<file path="src/rtl/mrc_pkg.sv">
// ----------------------------------------------------------------------------
// mrc_pkg
// widths, operation codes and register indexes of the mixed-radix converter
// ----------------------------------------------------------------------------
package mrc_pkg;

  localparam int DIGITS      = 4;
  localparam int DIGIT_WIDTH = 8;
  localparam int DIN_W       = DIGIT_WIDTH;
  localparam int DOUT_W      = DIGIT_WIDTH + 1;
  localparam int NUM_W       = 32;
  localparam int COUNT_W     = 3;
  localparam int IDX_W       = (DIGITS > 1) ? $clog2(DIGITS) : 1;
  localparam int CFG_IDX_W   = $clog2(DIGITS + 1);
  localparam int CFG_DATA_W  = (DOUT_W > COUNT_W) ? DOUT_W : COUNT_W;
  localparam int BIT_CNT_W   = $clog2(NUM_W);

  localparam logic [DOUT_W-1:0] RADIX_MAX = DOUT_W'(1) << DIGIT_WIDTH;

  typedef enum logic [1:0] {
    FUNC_PACK   = 2'd0,
    FUNC_UNPACK = 2'd1,
    FUNC_INC    = 2'd2,
    FUNC_CHECK  = 2'd3
  } func_t;

  localparam logic [CFG_IDX_W-1:0] REG_DIGIT_COUNT = CFG_IDX_W'(0);
  localparam logic [CFG_IDX_W-1:0] REG_RADIX_0     = CFG_IDX_W'(1);

endpackage

</file>
<file path="src/rtl/mrc_channels.sv">
// ----------------------------------------------------------------------------
// mrc channels
// valid/ready channels for the converter's input and result words
// ----------------------------------------------------------------------------
interface mrc_in_if;
  import mrc_pkg::*;

  logic              valid;
  logic              ready;
  func_t             func;
  logic [NUM_W-1:0]  number_in;
  logic [DIN_W-1:0]  digit_in_0;
  logic [DIN_W-1:0]  digit_in_1;
  logic [DIN_W-1:0]  digit_in_2;
  logic [DIN_W-1:0]  digit_in_3;

  modport source (output valid, func, number_in, digit_in_0, digit_in_1, digit_in_2,
                  digit_in_3, input ready);
  modport sink   (input valid, func, number_in, digit_in_0, digit_in_1, digit_in_2,
                  digit_in_3, output ready);
endinterface

interface mrc_out_if;
  import mrc_pkg::*;

  logic              valid;
  logic              ready;
  logic [NUM_W-1:0]  number_out;
  logic [DOUT_W-1:0] digit_out_0;
  logic [DOUT_W-1:0] digit_out_1;
  logic [DOUT_W-1:0] digit_out_2;
  logic [DOUT_W-1:0] digit_out_3;
  logic              all_maximal;
  logic              out_of_range;

  modport source (output valid, number_out, digit_out_0, digit_out_1, digit_out_2,
                  digit_out_3, all_maximal, out_of_range, input ready);
  modport sink   (input valid, number_out, digit_out_0, digit_out_1, digit_out_2,
                  digit_out_3, all_maximal, out_of_range, output ready);
endinterface

</file>
<file path="src/rtl/mixed_radix_converter.sv">
// ----------------------------------------------------------------------------
// mixed_radix_converter
// packs, unpacks, increments and checks digit vectors over configurable radices
// ----------------------------------------------------------------------------
// usage
//   in_ch takes one word: func, number_in and four digits; out_ch returns one
//   result word per input word. cfg_we/cfg_index/cfg_data write digit_count
//   (index 0) and radix_0..radix_3 (indexes 1..4); the user must write them
//   only while the block is idle, which the block itself does not enforce.
//   in_ch.ready is high only when no word is in progress; a word takes:
//     pack       one multiply step per digit above 0
//     unpack     the divider retires one quotient bit per cycle
//     increment  one step per carry, and one for the digit that takes the increment
//     check      no work step; the result is formed in the final step
//   The result register frees the input side: a new word may be accepted while
//   a result waits on out_ch; if the receiver stalls, the next result holds in
//   its final step until the register empties. Reset sets digit_count to 4 and
//   every radix to 2, and drops out_ch.valid.
// ----------------------------------------------------------------------------
module mixed_radix_converter (
  input  logic                           clk,
  input  logic                           rst,
  input  logic                           cfg_we,
  input  logic [mrc_pkg::CFG_IDX_W-1:0]  cfg_index,
  input  logic [mrc_pkg::CFG_DATA_W-1:0] cfg_data,
  mrc_in_if.sink                         in_ch,
  mrc_out_if.source                      out_ch
);
  import mrc_pkg::*;

  localparam int PROD_W = NUM_W + 2 + DOUT_W;

  typedef enum logic [2:0] {
    S_IDLE,
    S_PACK,
    S_DIV,
    S_INC,
    S_FIN
  } state_t;

  state_t             state;
  logic [COUNT_W-1:0] digit_count;
  logic [DOUT_W-1:0]  radix [DIGITS];
  func_t              func_r;
  logic [DIN_W-1:0]   dig [DIGITS];
  logic [NUM_W-1:0]   quo;
  logic [NUM_W:0]     acc;
  logic [DOUT_W-1:0]  rem;
  logic [BIT_CNT_W-1:0] bit_cnt;
  logic [IDX_W-1:0]   idx;
  logic [DOUT_W-1:0]  res [DIGITS];

  logic               out_valid;
  logic [NUM_W-1:0]   number_o;
  logic [DOUT_W-1:0]  dout [DIGITS];
  logic               all_max_o;
  logic               oor_o;

  logic [DOUT_W-1:0]  eff_radix [DIGITS];
  logic [COUNT_W-1:0] len;
  logic [COUNT_W-1:0] len_m1;
  logic [IDX_W-1:0]   last_idx;
  logic [IDX_W-1:0]   idx_up;
  logic               bad_digit;
  logic               all_top;
  logic [DOUT_W-1:0]  r_sel;
  logic [NUM_W+1:0]   sum_in;
  logic [PROD_W-1:0]  prod;
  logic [NUM_W:0]     acc_step;
  logic [NUM_W+1:0]   fin_sum;
  logic               fin_big;
  logic [DOUT_W-1:0]  trial;
  logic               ge;
  logic [DOUT_W-1:0]  rem_step;
  logic [DOUT_W-1:0]  inc_val;
  logic               top_oor;
  logic [DOUT_W-1:0]  top_clamp;
  logic               out_free;

  always_comb begin
    for (int k = 0; k < DIGITS; k++) begin
      if (radix[k] == '0) begin
        eff_radix[k] = DOUT_W'(1);
      end else if (radix[k] > RADIX_MAX) begin
        eff_radix[k] = RADIX_MAX;
      end else begin
        eff_radix[k] = radix[k];
      end
    end
    if (digit_count == '0) begin
      len = COUNT_W'(1);
    end else if (digit_count > COUNT_W'(DIGITS)) begin
      len = COUNT_W'(DIGITS);
    end else begin
      len = digit_count;
    end
    len_m1   = len - COUNT_W'(1);
    last_idx = len_m1[IDX_W-1:0];
    idx_up   = idx + IDX_W'(1);

    bad_digit = 1'b0;
    all_top   = 1'b1;
    for (int k = 0; k < DIGITS; k++) begin
      if (COUNT_W'(k) < len) begin
        if ({1'b0, dig[k]} >= eff_radix[k]) bad_digit = 1'b1;
        if ({1'b0, dig[k]} != eff_radix[k] - DOUT_W'(1)) all_top = 1'b0;
      end
    end

    // one radix read port shared by pack, unpack and increment
    r_sel = eff_radix[idx];

    // horner step, capped at 2^32 so the accumulator cannot wrap
    sum_in   = {1'b0, acc} + (NUM_W+2)'(dig[idx_up]);
    prod     = PROD_W'(sum_in) * PROD_W'(r_sel);
    acc_step = (|prod[PROD_W-1:NUM_W]) ? {1'b1, {NUM_W{1'b0}}} : {1'b0, prod[NUM_W-1:0]};
    fin_sum  = {1'b0, acc} + (NUM_W+2)'(dig[0]);
    fin_big  = |fin_sum[NUM_W+1:NUM_W];

    // restoring division, one quotient bit per cycle
    trial    = {rem[DOUT_W-2:0], quo[NUM_W-1]};
    ge       = trial >= r_sel;
    rem_step = ge ? trial - r_sel : trial;

    inc_val  = res[idx] + DOUT_W'(1);

    top_oor   = quo >= NUM_W'(r_sel);
    top_clamp = (|quo[NUM_W-1:DOUT_W]) ? {DOUT_W{1'b1}} : quo[DOUT_W-1:0];

    out_free = !out_valid || out_ch.ready;
  end

  always_ff @(posedge clk) begin
    if (rst) begin
      state       <= S_IDLE;
      out_valid   <= 1'b0;
      digit_count <= COUNT_W'(DIGITS);
      for (int k = 0; k < DIGITS; k++) radix[k] <= DOUT_W'(2);
    end else begin
      if (cfg_we) begin
        if (cfg_index == REG_DIGIT_COUNT) begin
          digit_count <= cfg_data[COUNT_W-1:0];
        end else if (cfg_index >= REG_RADIX_0 &&
                     cfg_index < REG_RADIX_0 + CFG_IDX_W'(DIGITS)) begin
          radix[IDX_W'(cfg_index - REG_RADIX_0)] <= cfg_data[DOUT_W-1:0];
        end
      end

      if (state == S_FIN && out_free) begin
        out_valid <= 1'b1;
      end else if (out_ch.ready) begin
        out_valid <= 1'b0;
      end

      case (state)
        S_IDLE: begin
          if (in_ch.valid) begin
            func_r  <= in_ch.func;
            dig[0]  <= in_ch.digit_in_0;
            dig[1]  <= in_ch.digit_in_1;
            dig[2]  <= in_ch.digit_in_2;
            dig[3]  <= in_ch.digit_in_3;
            quo     <= in_ch.number_in;
            acc     <= '0;
            rem     <= '0;
            bit_cnt <= '0;
            // increment starts from the used input digits, everything else from zero
            res[0] <= (in_ch.func == FUNC_INC && COUNT_W'(0) < len) ?
                      DOUT_W'(in_ch.digit_in_0) : '0;
            res[1] <= (in_ch.func == FUNC_INC && COUNT_W'(1) < len) ?
                      DOUT_W'(in_ch.digit_in_1) : '0;
            res[2] <= (in_ch.func == FUNC_INC && COUNT_W'(2) < len) ?
                      DOUT_W'(in_ch.digit_in_2) : '0;
            res[3] <= (in_ch.func == FUNC_INC && COUNT_W'(3) < len) ?
                      DOUT_W'(in_ch.digit_in_3) : '0;
            case (in_ch.func)
              FUNC_PACK: begin
                idx   <= last_idx - IDX_W'(1);
                state <= (len == COUNT_W'(1)) ? S_FIN : S_PACK;
              end
              FUNC_UNPACK: begin
                idx   <= '0;
                state <= (len == COUNT_W'(1)) ? S_FIN : S_DIV;
              end
              FUNC_INC: begin
                idx    <= last_idx;
                state  <= S_INC;
              end
              default: begin
                idx   <= '0;
                state <= S_FIN;
              end
            endcase
          end
        end

        S_PACK: begin
          acc <= acc_step;
          if (idx == '0) begin
            state <= S_FIN;
          end else begin
            idx <= idx - IDX_W'(1);
          end
        end

        S_DIV: begin
          quo     <= {quo[NUM_W-2:0], ge};
          bit_cnt <= bit_cnt + BIT_CNT_W'(1);
          if (bit_cnt == BIT_CNT_W'(NUM_W - 1)) begin
            res[idx] <= rem_step;
            rem      <= '0;
            idx      <= idx_up;
            if (idx_up == last_idx) state <= S_FIN;
          end else begin
            rem <= rem_step;
          end
        end

        S_INC: begin
          // carry only on an exact hit of the radix
          if (inc_val == r_sel && idx != '0) begin
            res[idx] <= '0;
            idx      <= idx - IDX_W'(1);
          end else begin
            res[idx] <= inc_val;
            state    <= S_FIN;
          end
        end

        S_FIN: begin
          if (out_free) begin
            state     <= S_IDLE;
            number_o  <= (func_r == FUNC_PACK) ?
                         (fin_big ? {NUM_W{1'b1}} : fin_sum[NUM_W-1:0]) : '0;
            for (int k = 0; k < DIGITS; k++) begin
              dout[k] <= (func_r == FUNC_UNPACK && idx == IDX_W'(k)) ? top_clamp : res[k];
            end
            all_max_o <= (func_r == FUNC_CHECK) && all_top;
            case (func_r)
              FUNC_PACK:   oor_o <= fin_big || bad_digit;
              FUNC_UNPACK: oor_o <= top_oor;
              default:     oor_o <= bad_digit;
            endcase
          end
        end

        default: state <= S_IDLE;
      endcase
    end
  end

  assign in_ch.ready         = (state == S_IDLE);
  assign out_ch.valid        = out_valid;
  assign out_ch.number_out   = number_o;
  assign out_ch.digit_out_0  = dout[0];
  assign out_ch.digit_out_1  = dout[1];
  assign out_ch.digit_out_2  = dout[2];
  assign out_ch.digit_out_3  = dout[3];
  assign out_ch.all_maximal  = all_max_o;
  assign out_ch.out_of_range = oor_o;

endmodule

</file>
<file path="src/flat_wrapper.sv">
// flat-port wrapper written by rule: the top's interface ports become plain ports
module mixed_radix_converter_flat import mrc_pkg::*;
  (clk, rst, cfg_we, cfg_index, cfg_data, in_ch_valid, in_ch_func, in_ch_number_in, in_ch_digit_in_0, in_ch_digit_in_1, in_ch_digit_in_2, in_ch_digit_in_3, in_ch_ready, out_ch_valid, out_ch_number_out, out_ch_digit_out_0, out_ch_digit_out_1, out_ch_digit_out_2, out_ch_digit_out_3, out_ch_all_maximal, out_ch_out_of_range, out_ch_ready);
  mrc_in_if in_ch_i ();
  mrc_out_if out_ch_i ();
  input  logic clk;
  input  logic rst;
  input  logic cfg_we;
  input  logic [mrc_pkg::CFG_IDX_W-1:0] cfg_index;
  input  logic [mrc_pkg::CFG_DATA_W-1:0] cfg_data;
  input wire logic [$bits(in_ch_i.valid)-1:0] in_ch_valid;
  input wire logic [$bits(in_ch_i.func)-1:0] in_ch_func;
  input wire logic [$bits(in_ch_i.number_in)-1:0] in_ch_number_in;
  input wire logic [$bits(in_ch_i.digit_in_0)-1:0] in_ch_digit_in_0;
  input wire logic [$bits(in_ch_i.digit_in_1)-1:0] in_ch_digit_in_1;
  input wire logic [$bits(in_ch_i.digit_in_2)-1:0] in_ch_digit_in_2;
  input wire logic [$bits(in_ch_i.digit_in_3)-1:0] in_ch_digit_in_3;
  output wire logic [$bits(in_ch_i.ready)-1:0] in_ch_ready;
  output wire logic [$bits(out_ch_i.valid)-1:0] out_ch_valid;
  output wire logic [$bits(out_ch_i.number_out)-1:0] out_ch_number_out;
  output wire logic [$bits(out_ch_i.digit_out_0)-1:0] out_ch_digit_out_0;
  output wire logic [$bits(out_ch_i.digit_out_1)-1:0] out_ch_digit_out_1;
  output wire logic [$bits(out_ch_i.digit_out_2)-1:0] out_ch_digit_out_2;
  output wire logic [$bits(out_ch_i.digit_out_3)-1:0] out_ch_digit_out_3;
  output wire logic [$bits(out_ch_i.all_maximal)-1:0] out_ch_all_maximal;
  output wire logic [$bits(out_ch_i.out_of_range)-1:0] out_ch_out_of_range;
  input wire logic [$bits(out_ch_i.ready)-1:0] out_ch_ready;
  assign in_ch_i.valid = in_ch_valid;
  assign in_ch_i.func = in_ch_func;
  assign in_ch_i.number_in = in_ch_number_in;
  assign in_ch_i.digit_in_0 = in_ch_digit_in_0;
  assign in_ch_i.digit_in_1 = in_ch_digit_in_1;
  assign in_ch_i.digit_in_2 = in_ch_digit_in_2;
  assign in_ch_i.digit_in_3 = in_ch_digit_in_3;
  assign in_ch_ready = in_ch_i.ready;
  assign out_ch_valid = out_ch_i.valid;
  assign out_ch_number_out = out_ch_i.number_out;
  assign out_ch_digit_out_0 = out_ch_i.digit_out_0;
  assign out_ch_digit_out_1 = out_ch_i.digit_out_1;
  assign out_ch_digit_out_2 = out_ch_i.digit_out_2;
  assign out_ch_digit_out_3 = out_ch_i.digit_out_3;
  assign out_ch_all_maximal = out_ch_i.all_maximal;
  assign out_ch_out_of_range = out_ch_i.out_of_range;
  assign out_ch_i.ready = out_ch_ready;
  mixed_radix_converter u_core (.clk(clk), .rst(rst), .cfg_we(cfg_we), .cfg_index(cfg_index), .cfg_data(cfg_data), .in_ch(in_ch_i), .out_ch(out_ch_i));
endmodule
</file>
<file path="config.mk">
export PLATFORM = sky130hd
export DESIGN_NAME = mixed_radix_converter_flat
export DESIGN_NICKNAME = d
export VERILOG_FILES = /design/src/rtl/mrc_pkg.sv /design/src/rtl/mrc_channels.sv /design/src/rtl/mixed_radix_converter.sv /design/src/flat_wrapper.sv
export SDC_FILE = /design/constraint.sdc
export NUM_CORES = 1
export LEC_CHECK = 0
export BUFFER_PORTS_ARGS = -buffer_cell sky130_fd_sc_hd__buf_2
export CORE_MARGIN = 2
export CORE_UTILIZATION = 55
export CTS_BUF_LIST = sky130_fd_sc_hd__clkbuf_4 sky130_fd_sc_hd__clkbuf_8 sky130_fd_sc_hd__clkbuf_16
export CTS_CLUSTER_DIAMETER = 200
export DETAILED_ROUTE_END_ITERATION = 8
export HOLD_SLACK_MARGIN = 0.15
export PLACE_DENSITY = 0.85
export RECOVER_POWER = 25
export SETUP_SLACK_MARGIN = 0.15
export SYNTH_ARGS = -nofsm -noshare
export SYNTH_HDL_FRONTEND = slang
export SYNTH_SLANG_ARGS = --single-unit
</file>
<file path="constraint.sdc">
create_clock -name clk -period 10.05 [get_ports clk]
set_clock_uncertainty 0.15 [all_clocks]
set_input_delay 2.01 -clock clk [delete_from_list [all_inputs] [get_ports clk]]
set_output_delay 2.01 -clock clk [all_outputs]
set_load 0.05 [all_outputs]
</file>
Yosys cells after proc, flatten, opt, wreduce, memory -nomap -nowiden
Memory sizes are Yosys's and may differ from the RTL's. A register that Yosys moved wholly into a read port is not among the register bits.
Cells that the tools add are included.

operators by class
  $lt $le $gt $ge = 18
  equal/unequal tests = 27
  mux-type cells = 105
  $add $sub $neg = 14
  multipliers = 1
  bitwise gates (word level) = 4
  reduce and logical (&&, ||, !) cells = 42

operators with widths
  cell                                              count
  two-way mux 9 bit                                 20
  adder 33 x 8 -> 34 bit                            2
  two-way mux 33 bit                                2
  case mux 33 bit (2 select lines)                  1
  two-way mux 32 bit                                2
  case mux 32 bit (2 select lines)                  1
  two-way mux 8 bit                                 6
  two-way mux 1 bit                                 47
  multiplier 34 x 9 -> 43 bit                       1
  greater-or-equal comparator 8 x 9 -> 1 bit        4
  > comparator 9 bit, second input constant         4
  zero test 9 bit                                   4
  != test 8 x 9 -> 1 bit                            4
  subtractor 9 x 1 -> 9 bit, second input constant  4
  greater-or-equal comparator 32 x 9 -> 1 bit       1
  two-way mux 3 bit                                 10
  OR reduction 23 bit                               1
  binary-select mux 9 bit (select 2 bit)            1
  OR reduction 9 bit                                2
  case mux 8 bit (2 select lines)                   1
  case mux 3 bit (5 select lines)                   1
  two-way mux 2 bit                                 7
  logical AND 1 bit                                 12
  AND reduction 3 bit                               4
  other kinds (41)                                  69

word-level totals
  memory bits (writable) = 140
  input port bits = 83
  flip-flop bits (word level) = 123
  memories = 4

memories
  name          depth  width  read ports  clocked after memory_dff  write ports  RTL line                     source
  u_core.dout   4      9      4           0                         4            mixed_radix_converter.sv:55  logic [DOUT_W-1:0] dout [DIGITS];
  u_core.radix  4      9      4           0                         4            mixed_radix_converter.sv:43  logic [DOUT_W-1:0] radix [DIGITS];
  u_core.res    4      9      5           1                         4            mixed_radix_converter.sv:51  logic [DOUT_W-1:0] res [DIGITS];
  u_core.dig    4      8      5           0                         4            mixed_radix_converter.sv:45  logic [DIN_W-1:0] dig [DIGITS];

Logic depth before layout (Yosys ltp)
An unclocked memory read counts as a cell.

  word-level depth = 17
  depth in mapped cells = 39
  depth with buffers taken out = 32

Worst setup path before layout
Ideal clock, no wire load.

  kind = reg-to-reg
  start = register u_core.idx[0]
  end = register u_core.acc[0] (data pin)
  clock period less this slack = 9.458 ns
  setup slack = 0.592 ns
  library setup time = 0.152 ns
  data arrival time = 9.156 ns
  stages on the path, launching flop included = 38
  path through = edfxtp_1 -> buf_2 -> inv_2 -> clkbuf_1 -> ha_1 -> buf_1 -> mux4_2 -> ha_1 -> inv_1 -> fa_1 -> nor2b_1 -> o21ai_0 -> a21boi_1 -> o21ai_0 -> a21boi_0 -> o21ai_1 -> clkbuf_1 -> a21boi_0 -> [2 not listed] -> fa_1 -> fa_1 -> fa_1 -> inv_1 -> fa_1 -> inv_1 -> ha_1 -> a21oi_1 -> nor2b_1 -> a311o_1 -> a31o_2 -> a2111oi_4 -> o31ai_1 -> xnor2_1 -> or4_1 -> buf_2 -> buf_6 -> nor3_2

on the way
  word-level cells in the longest chain between the ends = 8
  elaborated cells on any way between the ends = 11
  classes of those cells = add/sub: 2; mul: 1; mux: 5; bitwise: 1; reduce/logical: 1; memory: 1

ends and longest elaborated chain
  element                                                                         RTL line                      source
  start: declaration                                                              mixed_radix_converter.sv:50   logic [IDX_W-1:0] idx;
  start signal: assignment                                                        mixed_radix_converter.sv:178  idx <= last_idx - IDX_W'(1);
  start signal: assignment                                                        mixed_radix_converter.sv:186  idx <= last_idx;
  start signal: assignment                                                        mixed_radix_converter.sv:202  idx <= idx - IDX_W'(1);
  parallel branches: the longest is 4 deep, another holds adder 33 x 8 -> 34 bit  -
  multiplier 34 x 9 -> 43 bit (*)                                                 mixed_radix_converter.sv:115  prod = PROD_W'(sum_in) * PROD_W'(r_sel);
  OR reduction 11 bit                                                             mixed_radix_converter.sv:116  acc_step = (|prod[PROD_W-1:NUM_W]) ? {1'b1, {NUM_W{1'b0}}} : {1'b0, prod[NUM_W-1:0]};
  two-way mux 33 bit (*)                                                          mixed_radix_converter.sv:116
  case mux 33 bit (2 select lines) (*)                                            mixed_radix_converter.sv:155  case (state)
  end signal: assignment                                                          mixed_radix_converter.sv:198  acc <= acc_step;
  end: declaration                                                                mixed_radix_converter.sv:47   logic [NUM_W:0] acc;

Mark *: on every way between the ends. The select of a mux whose other input is x is not followed.
A chain may end at the register's enable or synchronous reset.

Final worst setup path
  start = register u_core.idx[1]
  end = register u_core.acc[28] (data pin)

The elaborated chain is that of the path after synthesis.

==> impl_metrics.tcl <==
set metrics [dict create \
    crit_buf_inv 6 \
    fin_crit_ns 9.378 \
    clkLatencyLatePin_ns 0.63 \
    netlist_area_sq_um 25350 \
    crit_start "u_core.idx[1]" \
    async_flop_share 0 \
    hpwl_mm 55.14 \
    syn-mean-instance-area_sq_um 9.500 \
    fmax_mhz 106.6 \
    final_util 0.6120 \
    io_pins 155 \
    cp.required_ns 10.30 \
    drv_cap 2 \
    r2r_start "u_core.idx[1]" \
    clock-sinks 265 \
    fillCellCount 3731 \
    mostFrequentLayoutCells "327 x nand2_1, 297 x inv_1, 265 x nor2_1" \
    gr-total-overflow 0 \
    hold_slack_ns 0.4061 \
    grt_pass1_vias 21210 \
    htreeDepth 1 \
    start_kind "register" \
    core_sq_um 45480 \
    critical_path_class "reg -> reg" \
    worstPathArrival_ns 9.63 \
    cts_buffers 30 \
    fp.dieH_um 218.7 \
    via_count 20780 \
    cp_slowest_cell "fa_1" \
    stdcell_area_sq_um 27830 \
    routabilityCongestion 1.009 \
    min_period_over_period 0.9331 \
    slew_headroom -0.5105 \
    min_path_type "reg -> reg" \
    finalHoldViolCount 0 \
    rows 78 \
    r2r-end "u_core.acc[28]" \
    yosys_warnings 0 \
    drive_gt1_frac 0.1139 \
    wl_met2_mm 32.69 \
    violations "capacitance limit, slew limit" \
    setup_viol 0 \
    dr.pass1.iters 8 \
    grt_use_total 0.3032 \
    synth_ff_type "edfxtp_1" \
    clock_path_buffers 3 \
    setup_tns_ns 0 \
    slowest_delay_ns 0.54 \
    grt_pass1_wl_mm 112.8 \
    crit_cells 32 \
    rr_worst_depth 32 \
    endpoint "u_core.acc[28]" \
    synth_edf_count 256 \
    top_layer "met4" \
    area_delta_synth_final_pct 9.809 \
    critPathMostFrequentCell "fa_1" \
    antenna_found_initial 1 \
    status "finished, violations left" \
    endpoint_kind "register" \
    synth_cell_types 76 \
    drt-total-wl_mm 71.54 \
    holdPathStages 2 \
    drcViolationCount 0 \
    antenna_left 0 \
    fp.dieArea_sq_um 47820 \
    hold_buffers 0 \
    cts_tree "done" \
    worst-r2r-setup-slack_ns 0.67 \
    grt_start_max_net_pins 46 \
    nets 3230 \
    wl_per_cell_um 21.04 \
    initial_core_util 0.5573 \
    wl_met1_mm 27.67 \
    crit_family "adder cells" \
    avgViaCountPerCell 6.111 \
    synth-seq-cells 265 \
    worstPathMaxFanout 32 \
    portBuffers 154 \
    first_iter_violations 2377 \
    worstMarginPinSlew_ns 2.266 \
    ys_seq_area_frac 0.3104 \
    clockRootBuffer "clkbuf_16" \
    clkTransAtPathRegs_ns 0.06 \
    place_area_sq_um 26670 \
    final_common_cell "nand2_1" \
    wl_met3_mm 7.263 \
    synth_cells 2668 \
    rsz0062_at_grt "no" \
    syn-num-nets 3121 \
    slew_viol_final 72 \
    die_w_um 218.7 \
]
-- tightest hold or removal path, cell delays in order (launching register included) --
cell	delay, ns
edfxtp_1	0.35
nand2_1	0.05
nand2_1	0.05
-- per-layer routing --
layer	GRT usage	up-vias
li1	-	9190
met1	0.3973	10160
met5	0	-
met3	0.05901	248
met4	0.1428	0
met2	0.4869	1183
-- how the worst min path moves through the flow --
stage | slack, ns | from | endpoint
4_1_cts | 0.40 | u_core.quo[9] | u_core.quo[10]
2_1_floorplan | 0.36 | u_core.quo[12] | u_core.quo[13]
5_1_grt | 0.43 | u_core.quo[27] | u_core.quo[28]
6_report | 0.41 | u_core.quo[9] | u_core.quo[10]
3_5_place_dp | 0.38 | u_core.quo[16] | u_core.quo[17]
3_3_place_gp | 0.37 | u_core.quo[10] | u_core.quo[11]
-- synth_stat cells (5+ instances only) --
master,count,share of area
a2111oi_0,6,0.0021
a211oi_1,13,0.0039
a21o_1,29,0.0086
a21oi_1,128,0.025
a22o_1,6,0.0021
a31oi_1,10,0.0025
and2_1,43,0.011
and3_1,19,0.0047
buf_1,18,0.0027
buf_2,9,0.0018
clkbuf_1,86,0.013
dfxtp_1,9,0.0071
edfxtp_1,256,0.30
fa_1,228,0.18
ha_1,142,0.070
inv_1,298,0.044
mux2_2,5,0.0022
mux2i_1,17,0.0067
mux4_2,23,0.020
nand2_1,327,0.048
nand2b_1,87,0.021
nand3_1,44,0.0087
nand4_1,22,0.0054
nor2_1,267,0.040
nor2b_1,40,0.0099
nor3_1,46,0.0091
nor3_2,31,0.012
nor4_1,16,0.0039
o211ai_1,9,0.0027
o21a_1,16,0.0047
o21ai_0,111,0.022
o21ai_1,13,0.0026
o21bai_1,5,0.0015
o22a_1,8,0.0028
o22ai_1,10,0.0025
o31ai_1,8,0.0024
or2_2,15,0.0037
or3_1,19,0.0047
or4_1,5,0.0015
xnor2_1,85,0.029
xor2_1,71,0.025
-- flip-flops by register name, summed over array words and instances, names as in the netlist, 3 cells and up, named ones only --
name	flops
u_core.radix	36
u_core.digit_count	3
u_core.out_ch.number_out	32
u_core.bit_cnt	5
u_core.quo	32
u_core.res	36
u_core.dout	36
u_core.dig	32
u_core.state	3
u_core.acc	33
u_core.rem	8
-- cell families (layout without fill, tap and decap cells) --
group	Yosys count	after routing	share of synthesized area
AO/OA/AOI/OAI	417	417	0.1019
buffers and inverters	419	551	0.06373
other	0	1	0
flip-flops	265	265	0.3104
XOR/XNOR	159	159	0.05657
adder cells (fa/ha/maj)	370	370	0.2502
multiplexers	45	45	0.02937
AND/OR/NAND/NOR	993	993	0.1878
-- timing repair --
action,CTS,global route
setup endpoints to repair,1,33
buffers inserted,0,7
pin swaps,0,5
gates resized for setup,1,30
-- through the flow --
stage | worst slack, ns | instances
CTS | 0.1722 | 3393
global route | 0.1307 | 3401
finish | 0.6723 | 3401
detailed placement | 0.1726 | 3338
floorplan | 0.5923 | 2668
global placement | 0.4920 | 3338
-- area by class of cell --
class | instances | area, sq um | area share
clock buffers | 35 | 788.3 | 0.02832
repair buffers | 196 | 1037 | 0.03727
well taps | 600 | 750.7 | 0.02697
inverters | 300 | 1126 | 0.04046
flip-flops and latches | 265 | 7868 | 0.2827
diodes | 1 | 2.502 | 0.00008991
multi-input cells | 1984 | 16010 | 0.5754
clock inverters | 20 | 245.2 | 0.008811
Power is not shown: default switching activity piles up to over one toggle a cycle in this logic, so the estimate is an artifact.
